[config.mk]
export PLATFORM = sky130hd
export DESIGN_NAME = combination_enumerator
export DESIGN_NICKNAME = d
export VERILOG_FILES = /design/src/hdl/cmbe_pkg.sv /design/src/hdl/cmbe_ram.sv /design/src/hdl/cmbe_seq.sv /design/src/hdl/combination_enumerator.sv
export SDC_FILE = /design/constraint.sdc
export NUM_CORES = 2
export LEC_CHECK = 0
export CAP_MARGIN = 20
export CORE_ASPECT_RATIO = 0.7
export CORE_UTILIZATION = 40
export CTS_BUF_LIST = sky130_fd_sc_hd__clkbuf_8
export CTS_CLUSTER_DIAMETER = 100
export DETAILED_ROUTE_END_ITERATION = 12
export DONT_BUFFER_PORTS = 1
export SLEW_MARGIN = 30
export SYNTH_ARGS = -nofsm -noshare
export SYNTH_HDL_FRONTEND = slang
export SYNTH_HIERARCHICAL = 1
export SYNTH_SLANG_ARGS = --single-unit
[constraint.sdc]
create_clock -name clk -period 23 [get_ports clk]
set_input_delay 0 -clock clk [delete_from_list [all_inputs] [get_ports clk]]
set_output_delay 0 -clock clk [all_outputs]
set_load 0.05 [all_outputs]
[src/hdl/cmbe_pkg.sv]
// Shared types and constants for the combination enumerator.
package cmbe_pkg;

	localparam int unsigned VALUE_W   = 32;
	localparam int unsigned POS_W     = 6;
	localparam int unsigned SLOT_W    = 4;
	localparam int unsigned ORD_W     = 49;
	localparam int unsigned COUNT_N_W = 7;
	localparam int unsigned COUNT_R_W = 5;
	localparam int unsigned CFG_IDX_W = 1;
	localparam int unsigned CFG_DAT_W = 7;
	localparam int unsigned S_DATA_W  = 40;
	localparam int unsigned M_DATA_W  = 88;

	typedef enum logic {
		FUNC_LOAD = 1'b0,
		FUNC_NEXT = 1'b1
	} cmbe_func_t;

	typedef enum logic [CFG_IDX_W-1:0] {
		REG_COUNT_N = 1'b0,
		REG_COUNT_R = 1'b1
	} cmbe_reg_t;

	typedef enum logic [2:0] {
		ST_IDLE,
		ST_INIT,
		ST_SCAN,
		ST_FILL,
		ST_COUNT,
		ST_READ,
		ST_CAP,
		ST_SEND
	} cmbe_state_t;

	// Commands from the input side to the sequencer.
	typedef struct packed {
		logic restart;
		logic next;
	} cmbe_cmd_t;

	// One result transaction.
	typedef struct packed {
		logic signed [VALUE_W-1:0] element_value;
		logic [SLOT_W-1:0]         slot;
		logic [ORD_W-1:0]          ordinal;
		logic                      last;
		logic                      exhausted;
	} cmbe_res_t;

	localparam cmbe_res_t RES_EXHAUSTED = '{
		element_value: '0,
		slot:          '0,
		ordinal:       '0,
		last:          1'b1,
		exhausted:     1'b1
	};

endpackage

[src/hdl/cmbe_ram.sv]
// Generic single-write, single-read RAM with registered read data.
module cmbe_ram #(
	parameter int unsigned WIDTH = 32,
	parameter int unsigned DEPTH = 64
) (
	input  logic                     clk,
	input  logic                     we,
	input  logic [$clog2(DEPTH)-1:0] waddr,
	input  logic [WIDTH-1:0]         wdata,
	input  logic [$clog2(DEPTH)-1:0] raddr,
	output logic [WIDTH-1:0]         rdata
);

	logic [WIDTH-1:0] mem_q [DEPTH];
	logic [WIDTH-1:0] rdata_q;

	always_ff @(posedge clk) begin
		if (we) begin
			mem_q[waddr] <= wdata;
		end
		rdata_q <= mem_q[raddr];
	end

	assign rdata = rdata_q;

endmodule

[src/hdl/cmbe_seq.sv]
// Sequencer: index vector, scan/fill stepping and result emission.
module cmbe_seq #(
	parameter int unsigned N_MAX = 64,
	parameter int unsigned R_MAX = 16
) (
	input  logic                                 clk,
	input  logic                                 arst_n,
	input  cmbe_pkg::cmbe_cmd_t                  cmd,
	input  logic [$clog2(N_MAX+1)-1:0]           n_eff,
	input  logic [cmbe_pkg::COUNT_R_W-1:0]       r,
	output logic                                 idle,
	output logic [$clog2(N_MAX)-1:0]             raddr,
	input  logic [cmbe_pkg::VALUE_W-1:0]         rdata,
	output cmbe_pkg::cmbe_res_t                  res,
	output logic                                 res_valid,
	input  logic                                 res_ready
);
	import cmbe_pkg::*;

	localparam int unsigned NW  = $clog2(N_MAX + 1);
	localparam int unsigned IW  = $clog2(N_MAX);
	localparam int unsigned KW  = $clog2(R_MAX + 1);
	localparam int unsigned KIW = (R_MAX > 1) ? $clog2(R_MAX) : 1;

	cmbe_state_t     state_q, state_d;
	logic [KW-1:0]   k_q;
	logic [IW-1:0]   idx_q [R_MAX];
	logic [IW-1:0]   carry_q;
	logic [NW-1:0]   base_q;
	logic            started_q;
	logic            done_q;
	logic [ORD_W-1:0] count_q;
	cmbe_res_t       res_q;
	logic            out_valid_q;

	logic [IW-1:0]   idx_rd;
	logic [NW-1:0]   limit;
	logic            bad_r;
	logic            scan_hit;
	logic            k_last;
	logic            k_zero;

	assign idx_rd   = idx_q[k_q[KIW-1:0]];
	assign limit    = base_q + NW'(k_q);
	assign scan_hit = (NW'(idx_rd) < limit);
	assign k_last   = ((8'(k_q) + 8'd1) == 8'(r));
	assign k_zero   = (k_q == '0);
	assign bad_r    = (r == '0) || (32'(r) > 32'(n_eff)) || (32'(r) > 32'(R_MAX));

	// Next state.
	always_comb begin
		state_d = state_q;
		unique case (state_q)
			ST_IDLE: begin
				if (!cmd.restart && cmd.next) begin
					if (bad_r || done_q) begin
						state_d = ST_SEND;
					end else if (!started_q) begin
						state_d = ST_INIT;
					end else begin
						state_d = ST_SCAN;
					end
				end
			end
			ST_INIT: begin
				if (k_last) state_d = ST_COUNT;
			end
			ST_SCAN: begin
				if (scan_hit) begin
					state_d = k_last ? ST_COUNT : ST_FILL;
				end else if (k_zero) begin
					state_d = ST_SEND;
				end
			end
			ST_FILL: begin
				if (k_last) state_d = ST_COUNT;
			end
			ST_COUNT: state_d = ST_READ;
			ST_READ:  state_d = ST_CAP;
			ST_CAP:   state_d = ST_SEND;
			ST_SEND: begin
				if (res_ready) begin
					state_d = res_q.last ? ST_IDLE : ST_READ;
				end
			end
			default: state_d = ST_IDLE;
		endcase
	end

	// Outputs.
	always_comb begin
		idle      = (state_q == ST_IDLE);
		raddr     = idx_rd;
		res       = res_q;
		res_valid = out_valid_q;
	end

	// Control registers.
	always_ff @(posedge clk or negedge arst_n) begin
		if (!arst_n) begin
			state_q     <= ST_IDLE;
			k_q         <= '0;
			started_q   <= 1'b0;
			done_q      <= 1'b0;
			count_q     <= '0;
			out_valid_q <= 1'b0;
		end else begin
			state_q <= state_d;
			unique case (state_q)
				ST_IDLE: begin
					if (cmd.restart) begin
						started_q <= 1'b0;
						done_q    <= 1'b0;
						count_q   <= '0;
					end else if (cmd.next) begin
						if (bad_r || done_q) begin
							out_valid_q <= 1'b1;
						end else if (!started_q) begin
							k_q <= '0;
						end else begin
							k_q <= KW'(r - 5'd1);
						end
					end
				end
				ST_INIT: begin
					if (k_last) begin
						started_q <= 1'b1;
					end else begin
						k_q <= k_q + 1'b1;
					end
				end
				ST_SCAN: begin
					if (scan_hit) begin
						if (!k_last) k_q <= k_q + 1'b1;
					end else if (k_zero) begin
						done_q      <= 1'b1;
						out_valid_q <= 1'b1;
					end else begin
						k_q <= k_q - 1'b1;
					end
				end
				ST_FILL: begin
					if (!k_last) k_q <= k_q + 1'b1;
				end
				ST_COUNT: begin
					count_q <= count_q + 1'b1;
					k_q     <= '0;
				end
				ST_READ: ;
				ST_CAP: out_valid_q <= 1'b1;
				ST_SEND: begin
					if (res_ready) begin
						out_valid_q <= 1'b0;
						if (!res_q.last) k_q <= k_q + 1'b1;
					end
				end
				default: ;
			endcase
		end
	end

	// Index vector and result payload.
	always_ff @(posedge clk) begin
		unique case (state_q)
			ST_IDLE: begin
				if (!cmd.restart && cmd.next) begin
					base_q <= n_eff - NW'(r);
					if (bad_r || done_q) res_q <= RES_EXHAUSTED;
				end
			end
			ST_INIT: idx_q[k_q[KIW-1:0]] <= IW'(k_q);
			ST_SCAN: begin
				if (scan_hit) begin
					idx_q[k_q[KIW-1:0]] <= idx_rd + 1'b1;
					carry_q             <= idx_rd + 1'b1;
				end else if (k_zero) begin
					res_q <= RES_EXHAUSTED;
				end
			end
			ST_FILL: begin
				idx_q[k_q[KIW-1:0]] <= carry_q + 1'b1;
				carry_q             <= carry_q + 1'b1;
			end
			ST_CAP: begin
				res_q.element_value <= rdata;
				res_q.slot          <= SLOT_W'(k_q);
				res_q.ordinal       <= count_q;
				res_q.last          <= k_last;
				res_q.exhausted     <= 1'b0;
			end
			default: ;
		endcase
	end

endmodule

[src/hdl/combination_enumerator.sv]
// Top level of the lexicographic combination enumerator.
//
//  channel | direction | handshake               | payload
//  --------+-----------+-------------------------+-------------------------------------
//  s_*     | in        | s_tvalid / s_tready     | tuser=func, tdata=position,value
//  m_*     | out       | m_tvalid / m_tready     | tdata=element_value,slot,ordinal,
//          |           |                         | tlast=last, tuser=exhausted
//  cfg_*   | in        | cfg_valid / cfg_ready   | cfg_index, cfg_data
//
// A next request holds s_tready low until its run is delivered: index
// set-up on the first request after a restart, otherwise a scan plus
// refill of the index vector, then a count step and, per result, a read,
// capture and send through the element RAM's registered read port, with
// any wait while m_tready stays low. An exhausted answer goes out straight
// from idle for an unservable r or a finished run, or after a scan that
// finds no index left to step.
// arst_n clears the sequencer, counts and registers; the element RAM has no
// reset and a slot reads back only after it has been loaded.
module combination_enumerator #(
	parameter int unsigned N_MAX = 64,
	parameter int unsigned R_MAX = 16
) (
	input  logic                               clk,
	input  logic                               arst_n,
	input  logic                               s_tvalid,
	output logic                               s_tready,
	input  logic [cmbe_pkg::S_DATA_W-1:0]      s_tdata,   // [5:0] position, [37:6] value
	input  logic                               s_tuser,   // [0] func
	output logic                               m_tvalid,
	input  logic                               m_tready,
	output logic [cmbe_pkg::M_DATA_W-1:0]      m_tdata,   // [31:0] element_value,
	                                                      // [35:32] slot, [84:36] ordinal
	output logic                               m_tlast,
	output logic                               m_tuser,   // [0] exhausted
	input  logic                               cfg_valid,
	output logic                               cfg_ready,
	input  logic [cmbe_pkg::CFG_IDX_W-1:0]     cfg_index,
	input  logic [cmbe_pkg::CFG_DAT_W-1:0]     cfg_data
);
	import cmbe_pkg::*;

	localparam int unsigned NW = $clog2(N_MAX + 1);
	localparam int unsigned AW = $clog2(N_MAX);

	logic [COUNT_N_W-1:0] count_n_q;
	logic [COUNT_R_W-1:0] count_r_q;
	logic [NW-1:0]        n_eff;

	logic                 s_acc;
	logic                 cfg_acc;
	logic                 load_acc;
	logic [POS_W-1:0]     position;
	logic [VALUE_W-1:0]   value;
	logic                 pos_ok;
	cmbe_cmd_t            cmd;

	logic                 seq_idle;
	logic [AW-1:0]        raddr;
	logic [VALUE_W-1:0]   rdata;
	cmbe_res_t            res;
	logic                 res_valid;

	// Unpack the input transaction.
	assign position = s_tdata[POS_W-1:0];
	assign value    = s_tdata[POS_W +: VALUE_W];

	assign s_tready  = seq_idle;
	assign cfg_ready = 1'b1;
	assign s_acc     = s_tvalid && s_tready;
	assign cfg_acc   = cfg_valid && cfg_ready;
	assign load_acc  = s_acc && (cmbe_func_t'(s_tuser) == FUNC_LOAD);

	// Drop loads beyond the store, but still restart.
	assign pos_ok = (32'(position) < 32'(N_MAX));

	// Any load, or a register write while the sequencer is idle, restarts the enumeration.
	assign cmd.restart = load_acc || cfg_acc;
	assign cmd.next    = s_acc && (cmbe_func_t'(s_tuser) == FUNC_NEXT);

	// Saturate n at the store depth.
	assign n_eff = (32'(count_n_q) < 32'(N_MAX)) ? NW'(count_n_q) : NW'(N_MAX);

	always_ff @(posedge clk or negedge arst_n) begin
		if (!arst_n) begin
			count_n_q <= '0;
			count_r_q <= '0;
		end else if (cfg_acc) begin
			unique case (cmbe_reg_t'(cfg_index))
				REG_COUNT_N: count_n_q <= cfg_data[COUNT_N_W-1:0];
				REG_COUNT_R: count_r_q <= cfg_data[COUNT_R_W-1:0];
				default: ;
			endcase
		end
	end

	// Element store.
	cmbe_ram #(
		.WIDTH (VALUE_W),
		.DEPTH (N_MAX)
	) u_store (
		.clk   (clk),
		.we    (load_acc && pos_ok),
		.waddr (AW'(position)),
		.wdata (value),
		.raddr (raddr),
		.rdata (rdata)
	);

	// Index stepping and result emission.
	cmbe_seq #(
		.N_MAX (N_MAX),
		.R_MAX (R_MAX)
	) u_seq (
		.clk       (clk),
		.arst_n    (arst_n),
		.cmd       (cmd),
		.n_eff     (n_eff),
		.r         (count_r_q),
		.idle      (seq_idle),
		.raddr     (raddr),
		.rdata     (rdata),
		.res       (res),
		.res_valid (res_valid),
		.res_ready (m_tready)
	);

	// Pack the result transaction; pad the top bits with zeros.
	assign m_tvalid = res_valid;
	assign m_tdata  = {3'b000, res.ordinal, res.slot, res.element_value};
	assign m_tlast  = res.last;
	assign m_tuser  = res.exhausted;

endmodule

==> metrics.md <==
| Metric | Value |
|---|---|
| CTS H-tree depth | 5 |
| Lkg Pwr | 32.97 nW |
| Fin crit share | 32.99% |
| Sw Share | 38.39% |
| Int Power | 9.249 mW |
| Most numerous cell on the critical path | buf_4 |
| Mean Syn Cell Area | 21.33 um^2 |
| DP Area | 94,990 um^2 |
| Primary FF master, synth | edfxtp_1 |
| Max VDD drop | 0.2137 mV |
| Async SR Flop Fraction | 3.066% |
| Min Tclk post-route | 7.587 ns |
| Cell taking the most area after synthesis | edfxtp_1 |
| Clk sinks | 2,348 |
| Non-Filler Instances | 7,902 |
| Most area-consuming cells after synthesis | edfxtp_1, mux4_2, dfrtp_1, mux2i_1, nor2_1 |
| HPWL Detailed | 123.6 mm |
| Chip Height | 400.7 um |
| Clock share of power | 20.7% |
| Register area share after synthesis | 76.88% |
| Core Rows | 145 |
| Max Buffers Root-to-Sink | 4 |
| Vias in the first global route | 44,430 |
| GPL Wtd Cong | 0.7777 |
| RSZ-0062 raised after global routing | false |
| Starting density of the core | 40.47% |
| Worst stage delay on the critical path | 0.79 ns |
| Final setup TNS | 0 ns |
| Critical path, cell by cell | buf_4, and2b_1, a22oi_1, o311ai_1, mux2i_4, buf_4, buf_4, buf_4, buf_4, buf_4, mux4_2, o22ai_1, nor2_1, a21oi_1, nor2_1 |
| Core box area | 224,400 um^2 |
| Root buffer cell | clkbuf_8 |
| Tot Pwr | 15.01 mW |
| # Max-Cap Violations | 0 |
| Netlist Area Pre-Place | 90,830 um^2 |
| Num CTS Buffers | 345 |
| Number of I/O port buffers | 0 |
| Worst rel slew slack | 24.59% |
| Final Hold Viols | 0 |
| Largest net degree at the start of global routing | 89 |
| Die span in x | 571.6 um |
| First-pass DRT Iterations | 6 |
| Area Growth Syn to Fin | 13.34% |
| WP buf/inv | 6 |
| Worst slew pin tran | 1.131 ns |
| Resize count post-CTS | 0 |
| Initial antenna violation count | 11 |
| Pwr/cell area | 145.8 nW/um^2 |
| Post-route cell area | 103,000 um^2 |
| Post-synth EDFFs | 2,244 |
| CP Launch Type | flip-flop |
| Final Max Slew Viols | 0 |
| Reg power frac | 34.9% |
| Final ANT Viol Nets | 0 |
| Grt ovf | 0 |
| WL final | 232.7 mm |
| Worst hold margin | 0.06231 ns |
| Status | completed |
| Final setup fails | 0 |
| Layout cells sized above 1 | 25.70% |
| Comb pwr share | 44.4% |
| P_sw | 5.763 mW |
| Flop2flop setup slack | 15.41 ns |
| Placed Cells incl. Taps | 7,168 |
| Slowest cell on the critical path | buf_4 |
| Die ar. | 229,000 um^2 |
| Post-DR vias/cell | 5.672 |
| Final worst setup slack | 15.41 ns |
| Crit-path max FO | 43 |
| Routed length per instance | 29.45 um |
| First-pass GRT wire length | 328.3 mm |
| Worst Setup End Kind | flip-flop |
| Fmax | 0.1318 GHz |
| Final nets | 4,686 |
| Global Route Usage Sum | 20.14% |
| CTS tree | done |
| Final core occ | 45.87% |
| Synth cell types | 81 |
| Synth warn | 6 |
| CP arrival | 8.37 ns |
| Synth Register Bits | 2,348 |
| Dpl ws | 15.26 ns |
| Clock latency on the worst-skew pair | 0.94 ns |
| Clk_skew | 0.05560 ns |
| Worst EP required | 23.78 ns |
| First DRT Iteration DRCs | 5,501 |
| Hold-fix buffers at CTS | 105 |
| Via count | 44,820 |
| Ports | 147 |
| Hold Crit Class | in2reg |
| Worst-path clk slew | 0.07 ns |
| WS Path Type | reg2reg |
| Critical path's top delay family | buffers and inverters |
| Synth top area share | 74.19% |
| Gate Count Post-Synth | 4,258 |
| Post-route DRC violation count | 0 |
| Post-CTS Setup Inserts | 0 |
## layout make-up
class,instances,area (um^2)
repair buffers,223,2590
well taps,3013,3770
clock inverters,244,1137
flip-flops and latches,2348,69830
diodes,14,35.03
fillers,18750,121500
clock buffers,371,5106
multi-input cells,1662,20380
inverters,27,101.3
## synthesized netlist by cell type (all sizes together) (3+ instances only)
| cell | instances |
|---|---|
| nand2b | 13 |
| or3 | 8 |
| and3 | 30 |
| o211ai | 13 |
| dfrtp | 72 |
| nand3b | 6 |
| clkbuf | 95 |
| o21ai | 66 |
| a41oi | 3 |
| o22ai | 85 |
| mux2 | 14 |
| a22oi | 14 |
| a31oi | 11 |
| nand3 | 60 |
| inv | 25 |
| xor2 | 15 |
| a21oi | 79 |
| xnor2 | 15 |
| mux4 | 571 |
| or3b | 5 |
| nand4 | 18 |
| a211oi | 3 |
| a311oi | 10 |
| nand2 | 84 |
| and2 | 85 |
| ha | 23 |
| o21bai | 4 |
| o31ai | 13 |
| nor3 | 21 |
| or2 | 4 |
| buf | 128 |
| dfxtp | 32 |
| edfxtp | 2244 |
| nor3b | 5 |
| nor2 | 182 |
| a21o | 5 |
| mux2i | 105 |
| nor2b | 26 |
| o32ai | 5 |
| a41o | 4 |
| o221ai | 28 |
## metal layers
layer / global-route usage [%] / routed length (um)
met5: 0 / 50
met4: 5.277 / 5334
met3: 5.167 / 22900
met2: 29.75 / 104400
met1: 29.72 / 100000
## power by group through the flow
stage | Clock [mW] | Combinational, mW | Sequential, mW
4_1_cts | 3.19 | 6.71 | 5.23
2_1_floorplan | 0 | 4.50 | 5.27
3_5_place_dp | 0 | 6.59 | 5.32
6_report | 3.11 | 6.66 | 5.23
3_3_place_gp | 0 | 6.55 | 5.32
5_1_grt | 3.37 | 7.08 | 5.25
## path summary, 6_finish.rpt
kind | from | end | depth (start not counted)
min in group asynchronous | arst_n | count_r_q[2] | 4
max reg2reg | u_seq/k_q[0] | u_store/rdata[25] | 15
min | s_tdata[17] | u_store/mem_q[53][11] | 2
min reg2reg | u_seq/count_q[48] | u_seq/count_q[48] | 1
max in group asynchronous | arst_n | u_seq/k_q[0] | 4
max | u_seq/k_q[0] | u_store/rdata[25] | 15
## cell usage in the layout, fill, tap and decap left out, types with 77 or more instances in the layout
cell      count
edfxtp_1   2244
nand2_1      83
a21oi_1      77
mux4_2      567
and2_1       85
o22ai_1      81
clkbuf_8    371
mux2i_1     104
buf_4       114
inv_1       162
nor2_1      119
## logic make-up (layout without fill, tap and decap cells)
logic type	count (synthesis)	in the layout	share of synthesized area [%]
AOI/OAI and AO/OA	360	360	2.561
xor gates and xnor gates	30	30	0.2893
adders and majority gates	25	25	0.3609
buffers and inverters	250	865	1.329
DFF	2348	2348	76.88
muxes	690	690	15.52
other	2	18	0.008268
and+or+nand+nor	553	553	3.054
## registers in the layout, indices dropped and copies added (netlist names), 3 cells and up
| signal | flops |
|---|---|
| u_seq/res | 87 |
| u_seq/carry_q | 6 |
| count_n_q | 7 |
| u_store/mem_q | 2048 |
| count_r_q | 5 |
| u_store/rdata | 32 |
| u_seq/base_q | 7 |
| u_seq/k_q | 5 |
| u_seq/idx_q | 96 |
| u_seq/count_q | 49 |
| u_seq/state_q | 3 |
Note: power is estimated with default switching activity, not from simulation.
